--- src/rtl/core/roc_pkg.sv ---
package roc_pkg;
	localparam int DEF_VALUE_BITS = 32;
	localparam int MAX_DIGITS = 32;
	localparam int DIG_IDX_W = 5;
	localparam int CNT_W = 6;

	localparam logic [1:0] CMD_FIRST = 2'd0;
	localparam logic [1:0] CMD_SECOND = 2'd1;
	localparam logic [1:0] CMD_EXEC = 2'd2;

	localparam logic [1:0] OP_ADD = 2'd0;
	localparam logic [1:0] OP_SUB = 2'd1;
	localparam logic [1:0] OP_MUL = 2'd2;
	localparam logic [1:0] OP_DIV = 2'd3;

	localparam logic [1:0] ERR_OK = 2'd0;
	localparam logic [1:0] ERR_CHAR = 2'd1;
	localparam logic [1:0] ERR_DIV0 = 2'd2;

	localparam logic [1:0] REG_FIRST = 2'd0;
	localparam logic [1:0] REG_SECOND = 2'd1;
	localparam logic [1:0] REG_RESULT = 2'd2;
	localparam logic [1:0] REG_OP = 2'd3;

	typedef struct packed {
		logic digit;
		logic sel_second;
		logic exec_load;
		logic div_start;
		logic div_by_rb;
		logic take_quot;
		logic push_digit;
		logic pop_digit;
		logic clear_run;
	} roc_cmd_t;

	typedef struct packed {
		logic bad_seen;
		logic div_zero;
		logic need_div;
		logic div_done;
		logic mag_zero;
		logic cnt_one;
		logic cnt_full;
	} roc_sts_t;

	function automatic logic [4:0] char_to_digit(input logic [7:0] ch);
		logic [4:0] d;
		d = 5'd31;
		if (ch >= 8'd48 && ch <= 8'd57) d = 5'(ch - 8'd48);
		else if (ch >= 8'd65 && ch <= 8'd70) d = 5'(ch - 8'd55);
		else if (ch >= 8'd97 && ch <= 8'd102) d = 5'(ch - 8'd87);
		return d;
	endfunction

	function automatic logic [7:0] digit_to_char(input logic [5:0] d);
		return (d < 6'd10) ? 8'(d + 6'd48) : 8'({2'b00, d} + 8'd55);
	endfunction
endpackage

--- src/rtl/core/radix_operand_calculator.sv ---
// radix_operand_calculator
// Command channel: start/busy with command and digit_char; a transfer happens
// when start is high and busy is low. Commands 0 and 1 add one ASCII digit to
// the first or second operand (no result). Command 2 executes the
// configured operation and sends the result digits in result_base, most
// significant first, one per strobe cycle with last on the final one.
// Errors (bad character, divide by zero) give one strobe with error_code set
// and out_char 0, on the cycle after the transfer.
// Each result digit costs one pass of the shared restoring divider, and a
// divide adds one more pass. Digits are then sent one per strobe, with a
// read state between strobes. busy stays high for the whole execute.
// Results are strobes; the receiver cannot stall and must take each one.
// Configuration: APB, registers first_base, second_base, result_base,
// operation at byte addresses 0, 4, 8, 12. Reset (arst_n low) sets bases to
// 10, operation to add and clears both operands and the error flag.
module radix_operand_calculator
	import roc_pkg::*;
#(
	parameter int VALUE_BITS = DEF_VALUE_BITS
) (
	input  logic        clk,
	input  logic        arst_n,
	input  logic        psel,
	input  logic        penable,
	input  logic        pwrite,
	input  logic [3:0]  paddr,
	input  logic [31:0] pwdata,
	output logic [31:0] prdata,
	output logic        pready,
	input  logic        start,
	output logic        busy,
	input  logic [1:0]  command,
	input  logic [7:0]  digit_char,
	output logic        strobe,
	output logic [7:0]  out_char,
	output logic        negative,
	output logic [1:0]  error_code,
	output logic        last
);
	logic [4:0] first_base_q, second_base_q;
	logic [5:0] result_base_q;
	logic [1:0] operation_q;
	roc_cmd_t cmd;
	roc_sts_t sts;
	logic [7:0] dp_char;
	logic dp_neg;
	logic [1:0] err;
	logic wr;

	assign pready = 1'b1;
	assign wr = psel && penable && pwrite;

	always_ff @(posedge clk or negedge arst_n) begin
		if (!arst_n) begin
			first_base_q <= 5'd10;
			second_base_q <= 5'd10;
			result_base_q <= 6'd10;
			operation_q <= OP_ADD;
		end else if (wr) begin
			case (paddr[3:2])
				REG_FIRST: first_base_q <= pwdata[4:0];
				REG_SECOND: second_base_q <= pwdata[4:0];
				REG_RESULT: result_base_q <= pwdata[5:0];
				REG_OP: operation_q <= pwdata[1:0];
				default: ;
			endcase
		end
	end

	always_comb begin
		case (paddr[3:2])
			REG_FIRST: prdata = {27'd0, first_base_q};
			REG_SECOND: prdata = {27'd0, second_base_q};
			REG_RESULT: prdata = {26'd0, result_base_q};
			REG_OP: prdata = {30'd0, operation_q};
			default: prdata = '0;
		endcase
	end

	roc_controller u_ctrl (
		.clk(clk), .arst_n(arst_n), .start(start), .command(command),
		.sts(sts), .cmd(cmd), .busy(busy), .valid(strobe), .err(err), .last(last)
	);

	roc_datapath #(.VALUE_BITS(VALUE_BITS)) u_dp (
		.clk(clk), .arst_n(arst_n), .cmd(cmd), .digit_char(digit_char),
		.first_base(first_base_q), .second_base(second_base_q),
		.result_base(result_base_q), .operation(operation_q),
		.sts(sts), .out_char(dp_char), .negative(dp_neg)
	);

	assign error_code = err;
	assign out_char = (err != ERR_OK) ? 8'd0 : dp_char;
	assign negative = (err != ERR_OK) ? 1'b0 : dp_neg;

	a_err_last: assert property (@(posedge clk) disable iff (!arst_n)
		(strobe && error_code != ERR_OK) |-> last)
		else $error("error strobe without last");
	a_err_char: assert property (@(posedge clk) disable iff (!arst_n)
		(error_code != ERR_OK) |-> (strobe && out_char == 8'd0))
		else $error("error code off strobe");
	a_last_idle: assert property (@(posedge clk) disable iff (!arst_n)
		(strobe && error_code == ERR_OK && last) |=> !strobe)
		else $error("strobe after last");
endmodule

--- src/rtl/core/roc_divider.sv ---
module roc_divider
	import roc_pkg::*;
#(
	parameter int VALUE_BITS = DEF_VALUE_BITS
) (
	input  logic                  clk,
	input  logic                  arst_n,
	input  logic                  start,
	input  logic [VALUE_BITS-1:0] dividend,
	input  logic [VALUE_BITS-1:0] divisor,
	output logic                  done,
	output logic [VALUE_BITS-1:0] quotient,
	output logic [VALUE_BITS-1:0] remainder
);
	localparam int CW = $clog2(VALUE_BITS + 1);

	logic [VALUE_BITS-1:0] quo_q, rem_q, dvs_q;
	logic [CW-1:0] cnt_q;
	logic run_q, done_q;
	logic [VALUE_BITS:0] trial;
	logic [VALUE_BITS:0] shifted;

	assign shifted = {rem_q, quo_q[VALUE_BITS-1]};
	assign trial = shifted - {1'b0, dvs_q};

	always_ff @(posedge clk or negedge arst_n) begin
		if (!arst_n) begin
			run_q <= 1'b0;
			done_q <= 1'b0;
			cnt_q <= '0;
		end else begin
			done_q <= 1'b0;
			if (start) begin
				run_q <= 1'b1;
				cnt_q <= CW'(VALUE_BITS);
			end else if (run_q) begin
				cnt_q <= cnt_q - 1'b1;
				if (cnt_q == CW'(1)) begin
					run_q <= 1'b0;
					done_q <= 1'b1;
				end
			end
		end
	end

	always_ff @(posedge clk) begin
		if (start) begin
			quo_q <= dividend;
			rem_q <= '0;
			dvs_q <= divisor;
		end else if (run_q) begin
			if (!trial[VALUE_BITS]) begin
				rem_q <= trial[VALUE_BITS-1:0];
				quo_q <= {quo_q[VALUE_BITS-2:0], 1'b1};
			end else begin
				rem_q <= shifted[VALUE_BITS-1:0];
				quo_q <= {quo_q[VALUE_BITS-2:0], 1'b0};
			end
		end
	end

	assign done = done_q;
	assign quotient = quo_q;
	assign remainder = rem_q;
endmodule

--- src/rtl/core/roc_datapath.sv ---
module roc_datapath
	import roc_pkg::*;
#(
	parameter int VALUE_BITS = DEF_VALUE_BITS
) (
	input  logic            clk,
	input  logic            arst_n,
	input  roc_cmd_t        cmd,
	input  logic [7:0]      digit_char,
	input  logic [4:0]      first_base,
	input  logic [4:0]      second_base,
	input  logic [5:0]      result_base,
	input  logic [1:0]      operation,
	output roc_sts_t        sts,
	output logic [7:0]      out_char,
	output logic            negative
);
	localparam int VB = VALUE_BITS;

	logic [VB-1:0] first_q, second_q, mag_q;
	logic bad_q, neg_q, sq_neg_q;
	logic [CNT_W-1:0] cnt_q;
	logic [5:0] store_q [MAX_DIGITS];
	logic [5:0] rd_q;

	logic [4:0] radix, d;
	logic [VB-1:0] acc, acc_next, a_mag, b_mag, r, div_a, div_b, quo, rem, quo_signed;
	logic [5:0] rb;
	logic a_neg, b_neg, r_neg;
	logic div_done;

	assign radix = cmd.sel_second ?
		((second_base < 5'd2) ? 5'd2 : (second_base > 5'd16) ? 5'd16 : second_base) :
		((first_base < 5'd2) ? 5'd2 : (first_base > 5'd16) ? 5'd16 : first_base);
	assign rb = (result_base < 6'd2) ? 6'd2 : (result_base > 6'd36) ? 6'd36 : result_base;
	assign d = char_to_digit(digit_char);
	assign acc = cmd.sel_second ? second_q : first_q;
	assign acc_next = VB'(acc * VB'(radix)) + VB'(d);

	assign a_neg = first_q[VB-1];
	assign b_neg = second_q[VB-1];
	assign a_mag = a_neg ? VB'(-first_q) : first_q;
	assign b_mag = b_neg ? VB'(-second_q) : second_q;

	always_comb begin
		case (operation)
			OP_ADD: r = first_q + second_q;
			OP_SUB: r = first_q - second_q;
			OP_MUL: r = VB'(first_q * second_q);
			default: r = first_q;
		endcase
	end
	assign r_neg = r[VB-1];

	// signed quotient; its magnitude is the unsigned quotient itself
	assign quo_signed = sq_neg_q ? VB'(-quo) : quo;

	assign div_a = cmd.div_by_rb ? mag_q : a_mag;
	assign div_b = cmd.div_by_rb ? VB'(rb) : b_mag;

	roc_divider #(.VALUE_BITS(VB)) u_div (
		.clk(clk), .arst_n(arst_n), .start(cmd.div_start),
		.dividend(div_a), .divisor(div_b),
		.done(div_done), .quotient(quo), .remainder(rem)
	);

	always_ff @(posedge clk or negedge arst_n) begin
		if (!arst_n) begin
			first_q <= '0;
			second_q <= '0;
			bad_q <= 1'b0;
			cnt_q <= '0;
		end else if (cmd.clear_run) begin
			first_q <= '0;
			second_q <= '0;
			bad_q <= 1'b0;
			cnt_q <= '0;
		end else begin
			if (cmd.digit) begin
				if (d >= radix) bad_q <= 1'b1;
				else if (cmd.sel_second) second_q <= acc_next;
				else first_q <= acc_next;
			end
			if (cmd.push_digit && !sts.cnt_full) cnt_q <= cnt_q + 1'b1;
			if (cmd.pop_digit) cnt_q <= cnt_q - 1'b1;
		end
	end

	always_ff @(posedge clk) begin
		if (cmd.exec_load) begin
			mag_q <= r_neg ? VB'(-r) : r;
			neg_q <= r_neg;
			sq_neg_q <= a_neg ^ b_neg;
		end else if (cmd.take_quot) begin
			mag_q <= quo;
			neg_q <= quo_signed[VB-1];
		end else if (cmd.push_digit) begin
			mag_q <= quo;
		end
		if (cmd.push_digit && !sts.cnt_full)
			store_q[cnt_q[DIG_IDX_W-1:0]] <= rem[5:0];
		rd_q <= store_q[DIG_IDX_W'(cnt_q - 1'b1)];
	end

	assign sts.bad_seen = bad_q;
	assign sts.div_zero = (second_q == '0);
	assign sts.need_div = (operation == OP_DIV);
	assign sts.div_done = div_done;
	assign sts.mag_zero = (mag_q == '0);
	assign sts.cnt_one = (cnt_q == CNT_W'(1));
	assign sts.cnt_full = (cnt_q == CNT_W'(MAX_DIGITS));
	assign out_char = digit_to_char(rd_q);
	assign negative = neg_q;
endmodule

--- src/rtl/core/roc_controller.sv ---
module roc_controller
	import roc_pkg::*;
(
	input  logic       clk,
	input  logic       arst_n,
	input  logic       start,
	input  logic [1:0] command,
	input  roc_sts_t   sts,
	output roc_cmd_t   cmd,
	output logic       busy,
	output logic       valid,
	output logic [1:0] err,
	output logic       last
);
	localparam logic [2:0] S_IDLE = 3'd0;
	localparam logic [2:0] S_QDIV = 3'd1;
	localparam logic [2:0] S_QWAIT = 3'd2;
	localparam logic [2:0] S_RDIV = 3'd3;
	localparam logic [2:0] S_RWAIT = 3'd4;
	localparam logic [2:0] S_READ = 3'd5;
	localparam logic [2:0] S_EMIT = 3'd6;

	logic [2:0] state_q, state_d;
	logic valid_q, last_q;
	logic [1:0] err_q;
	logic go;

	assign go = start && !busy;
	assign busy = (state_q != S_IDLE);

	always_comb begin
		state_d = state_q;
		cmd = '0;
		cmd.sel_second = (command == CMD_SECOND);
		case (state_q)
			S_IDLE: begin
				if (go && (command == CMD_FIRST || command == CMD_SECOND)) cmd.digit = 1'b1;
				if (go && command == CMD_EXEC) begin
					if (sts.bad_seen || (sts.need_div && sts.div_zero)) begin
						cmd.clear_run = 1'b1;
					end else begin
						cmd.exec_load = 1'b1;
						if (sts.need_div) begin
							cmd.div_start = 1'b1;
							state_d = S_QWAIT;
						end else begin
							state_d = S_RDIV;
						end
					end
				end
			end
			S_QWAIT: if (sts.div_done) begin
				cmd.take_quot = 1'b1;
				state_d = S_RDIV;
			end
			S_RDIV: begin
				cmd.div_start = 1'b1;
				cmd.div_by_rb = 1'b1;
				state_d = S_RWAIT;
			end
			S_RWAIT: if (sts.div_done) begin
				cmd.push_digit = 1'b1;
				state_d = S_QDIV;
			end
			S_QDIV: state_d = sts.mag_zero ? S_READ : S_RDIV;
			S_READ: state_d = S_EMIT;
			S_EMIT: begin
				if (sts.cnt_one) begin
					cmd.clear_run = 1'b1;
					state_d = S_IDLE;
				end else begin
					cmd.pop_digit = 1'b1;
					state_d = S_READ;
				end
			end
			default: state_d = S_IDLE;
		endcase
	end

	always_ff @(posedge clk or negedge arst_n) begin
		if (!arst_n) begin
			state_q <= S_IDLE;
			valid_q <= 1'b0;
			err_q <= ERR_OK;
			last_q <= 1'b0;
		end else begin
			state_q <= state_d;
			valid_q <= 1'b0;
			err_q <= ERR_OK;
			last_q <= 1'b0;
			if (state_q == S_IDLE && go && command == CMD_EXEC) begin
				if (sts.bad_seen) begin
					valid_q <= 1'b1; err_q <= ERR_CHAR; last_q <= 1'b1;
				end else if (sts.need_div && sts.div_zero) begin
					valid_q <= 1'b1; err_q <= ERR_DIV0; last_q <= 1'b1;
				end
			end
		end
	end

	assign valid = valid_q || (state_q == S_EMIT);
	assign err = err_q;
	assign last = last_q || (state_q == S_EMIT && sts.cnt_one);
endmodule
--- config.mk ---
export PLATFORM = sky130hd
export DESIGN_NAME = radix_operand_calculator
export DESIGN_NICKNAME = d
export VERILOG_FILES = /design/src/rtl/core/roc_pkg.sv /design/src/rtl/core/radix_operand_calculator.sv /design/src/rtl/core/roc_divider.sv /design/src/rtl/core/roc_datapath.sv /design/src/rtl/core/roc_controller.sv
export SDC_FILE = /design/constraint.sdc
export NUM_CORES = 2
export LEC_CHECK = 0
export ABC_AREA = 1
export BUFFER_PORTS_ARGS = -buffer_cell sky130_fd_sc_hd__buf_2
export CAP_MARGIN = 0
export CELL_PAD_IN_SITES_DETAIL_PLACEMENT = 1
export CELL_PAD_IN_SITES_GLOBAL_PLACEMENT = 2
export CORE_ASPECT_RATIO = 1.1
export CORE_MARGIN = 3
export CORE_UTILIZATION = 38
export CTS_CLUSTER_SIZE = 8
export DETAILED_ROUTE_END_ITERATION = 10
export PLACE_DENSITY = 0.81
export SETUP_SLACK_MARGIN = 0.5
export SLEW_MARGIN = 30
export SYNTH_ARGS = -nofsm -noshare
export SYNTH_HDL_FRONTEND = slang
export SYNTH_HIERARCHICAL = 1
export SYNTH_SLANG_ARGS = --single-unit
--- constraint.sdc ---
create_clock -name clk -period 10.5 [get_ports clk]
set_input_delay 0.525 -clock clk [delete_from_list [all_inputs] [get_ports clk]]
set_output_delay 0.525 -clock clk [all_outputs]
set_load 0.02 [all_outputs]
==> results.yml <==
placed_design:
  place_congestion: 0.939
  dp_hpwl_um: 149000
  io_buffers: 42
power:
  power_leakage_nw: 29.3
  power-per-cell-area_nw_per_um2: 105
  power_w: 0.00576
  ir_worst_vdd_mv: 0.133
critical_path:
  setup.worst_path.class: "reg -> reg"
  critPathRequiredTime_ns: 10.91
  crit_arrival_ns: 9.22
  r2r_end: "u_dp/mag_q[25]"
  reg2reg_depth: 35
  startpoint: "u_dp/second_q[2]"
  critPathMaxStageDelay_ns: 0.99
  cp.depth: 35
  regToRegSetupSlack_ns: 1.69
  crit_buf_inv: 7
  rr_startpoint: "u_dp/second_q[2]"
  cp_top_family: "adder cells"
  endpoint: "u_dp/mag_q[25]"
  path_max_fanout: 18
  endpoint_kind: "register"
  worstSetupStartpointType: "register"
  slowest_stage: "dfrtp_1"
  cp_common_cell: "nand2_1"
sta:
  finalCriticalPeriod_ns: 8.81
  skew_ns: 0.0684
  fin_tns_setup_ns: 0
  final_hold_viol_count: 0
  rsz0062_at_grt: "no"
  slew_violations: 0
  min_period_over_period: 0.839
  worstMarginPinSlew_ns: 0.999
  finalSetupViolations: 0
  max_slew_margin: 0.334
  clock.fmax_ghz: 0.113
clock_tree:
  htreeDepth: 2
  cts_tree: "done"
  numCtsBuffers: 61
  postCtsSetupBuffers: 0
  cts-root-buf: "clkbuf_16"
  cts.sinks: 431
  cts.path.max_buffers: 3
  insertion_delay_ns: 0.67
  path_clk_slew_ns: 0.05
run_status:
  status: "finished clean"
grt:
  grt_start_max_net_pins: 98
  grt_pass1_vias: 48100
  antenna_found_initial: 9
  track_usage: 0.269
  overflow: 0
  grt_first_pass_wirelength_um: 287000
route:
  drtAntennaViolNets: 0
  dr.pass1.iters: 5
  detail_route.wl_per_cell_um: 21.0
  detailroute.via_count: 45600
  drc: 0
  via_per_inst: 5.13
  drt_iter0_markers: 2744
  routed_wl_um: 186000
floorplan:
  die_w_um: 356
  dieArea_um2: 139000
  initial_utilization: 0.384
  dieHeight_um: 390
  rows: 140
  io_pins: 99
  core_um2: 133000
yosys:
  syn_inst: 7126
  yosysWarnings: 6
  syn_area_per_cell_um2: 7.17
  syn-cell-area_um2: 51100
cells_and_area:
  syn_to_final_growth_pct: 7.70
  fin_util: 0.414
  drive_above_1_share: 0.0521
  most-common-layout-cells: "nand2_1 (2189), inv_1 (1519), nor2_1 (545)"
  layout_commonest_cell: "nand2_1"
  layout.nets: 7874
worst_hold_path:
  hold_class: "in -> reg"
  hold_depth: 3
flow_run:
  cap_viol_max_count: 0
[layer usage]
layer | up-vias | wire length, µm | GRT usage | part of all wire
met2 | 872 | 90900 | 0.469 | 0.49
met4 | 0 | 6510 | 0.0831 | 0.035
met1 | 23000 | 81800 | 0.354 | 0.44
met3 | 262 | 6990 | 0.0216 | 0.038
met5 | - | 0 | 0 | 0
li1 | 21500 | - | - | -
[how the worst min path moves through the flow]
stage | from | end | slack, ns
floorplan | arst_n | first_base_q[0] | 0.23
global placement | u_dp/u_div/remainder[16] | u_dp/u_div/remainder[16] | 0.46
detailed placement | u_dp/u_div/remainder[15] | u_dp/u_div/remainder[15] | 0.47
CTS | pwdata[5] | result_base_q[5] | 0.04
global route | pwdata[5] | result_base_q[5] | 0.09
finish | pwdata[5] | result_base_q[5] | 0.08
[layout make-up]
cell class,count,area [µm²]
repair buffers,155,1140
diodes,1,2.50
flip-flops and latches,431,12100
clock inverters,6,105
well taps,1775,2220
fillers,16800,77900
multi-input cells,4865,31900
inverters,1541,5800
clock buffers,109,1740
[metrics by stage]
step                hold WS, ns  setup slack [ns]  instance area, µm²  std cells
floorplan                 0.229              2.93               51200       7151
global placement          0.464              1.69               53100       8764
detailed placement        0.465              1.66               53100       8764
CTS                      0.0448              1.68               54900       8880
global route             0.0859              1.17               55000       8882
finish                   0.0825              1.69               55000       8883
[timing repair]
action,4_1_cts,5_1_grt
hold buffers,1,0
hold endpoints to repair,34,0
resized for setup,0,0
[report_power, final]
| part | total, W | leakage (nW) | internal (W) | switching, W |
|---|---|---|---|---|
| sequential | 0.00213 | 4.26 | 0.00204 | 0.0000874 |
| combinational | 0.00174 | 24.1 | 0.000467 | 0.00127 |
| clock | 0.00189 | 0.872 | 0.00111 | 0.000774 |
[registers in the layout (all words and copies together) (netlist names)]
| name | count |
|---|---|
| u_dp/store_q | 192 |
| u_dp/first_q | 32 |
| u_dp/mag_q | 32 |
| u_dp/second_q | 32 |
| u_dp/u_div/dvs_q | 32 |
| u_dp/u_div/quotient | 32 |
| u_dp/u_div/remainder | 32 |
| result_base_q | 6 |
| u_dp/cnt_q | 6 |
| u_dp/rd_q | 6 |
| u_dp/u_div/cnt_q | 6 |
| first_base_q | 5 |
| second_base_q | 5 |
| u_ctrl/state_q | 3 |
| operation_q | 2 |
| u_ctrl/err | 2 |
| u_ctrl/last_q | 1 |
| u_dp/bad_q | 1 |
| u_dp/negative | 1 |
| u_dp/sq_neg_q | 1 |
| u_dp/u_div/done | 1 |
| u_dp/u_div/run_q | 1 |
[worst min-delay path: cells and delay by family]
family	cells	cell delay (ns)
and+or+nand+nor	2	0.10
buffers and inverters	1	0.08
Note: power is estimated with default switching activity, not from simulation.
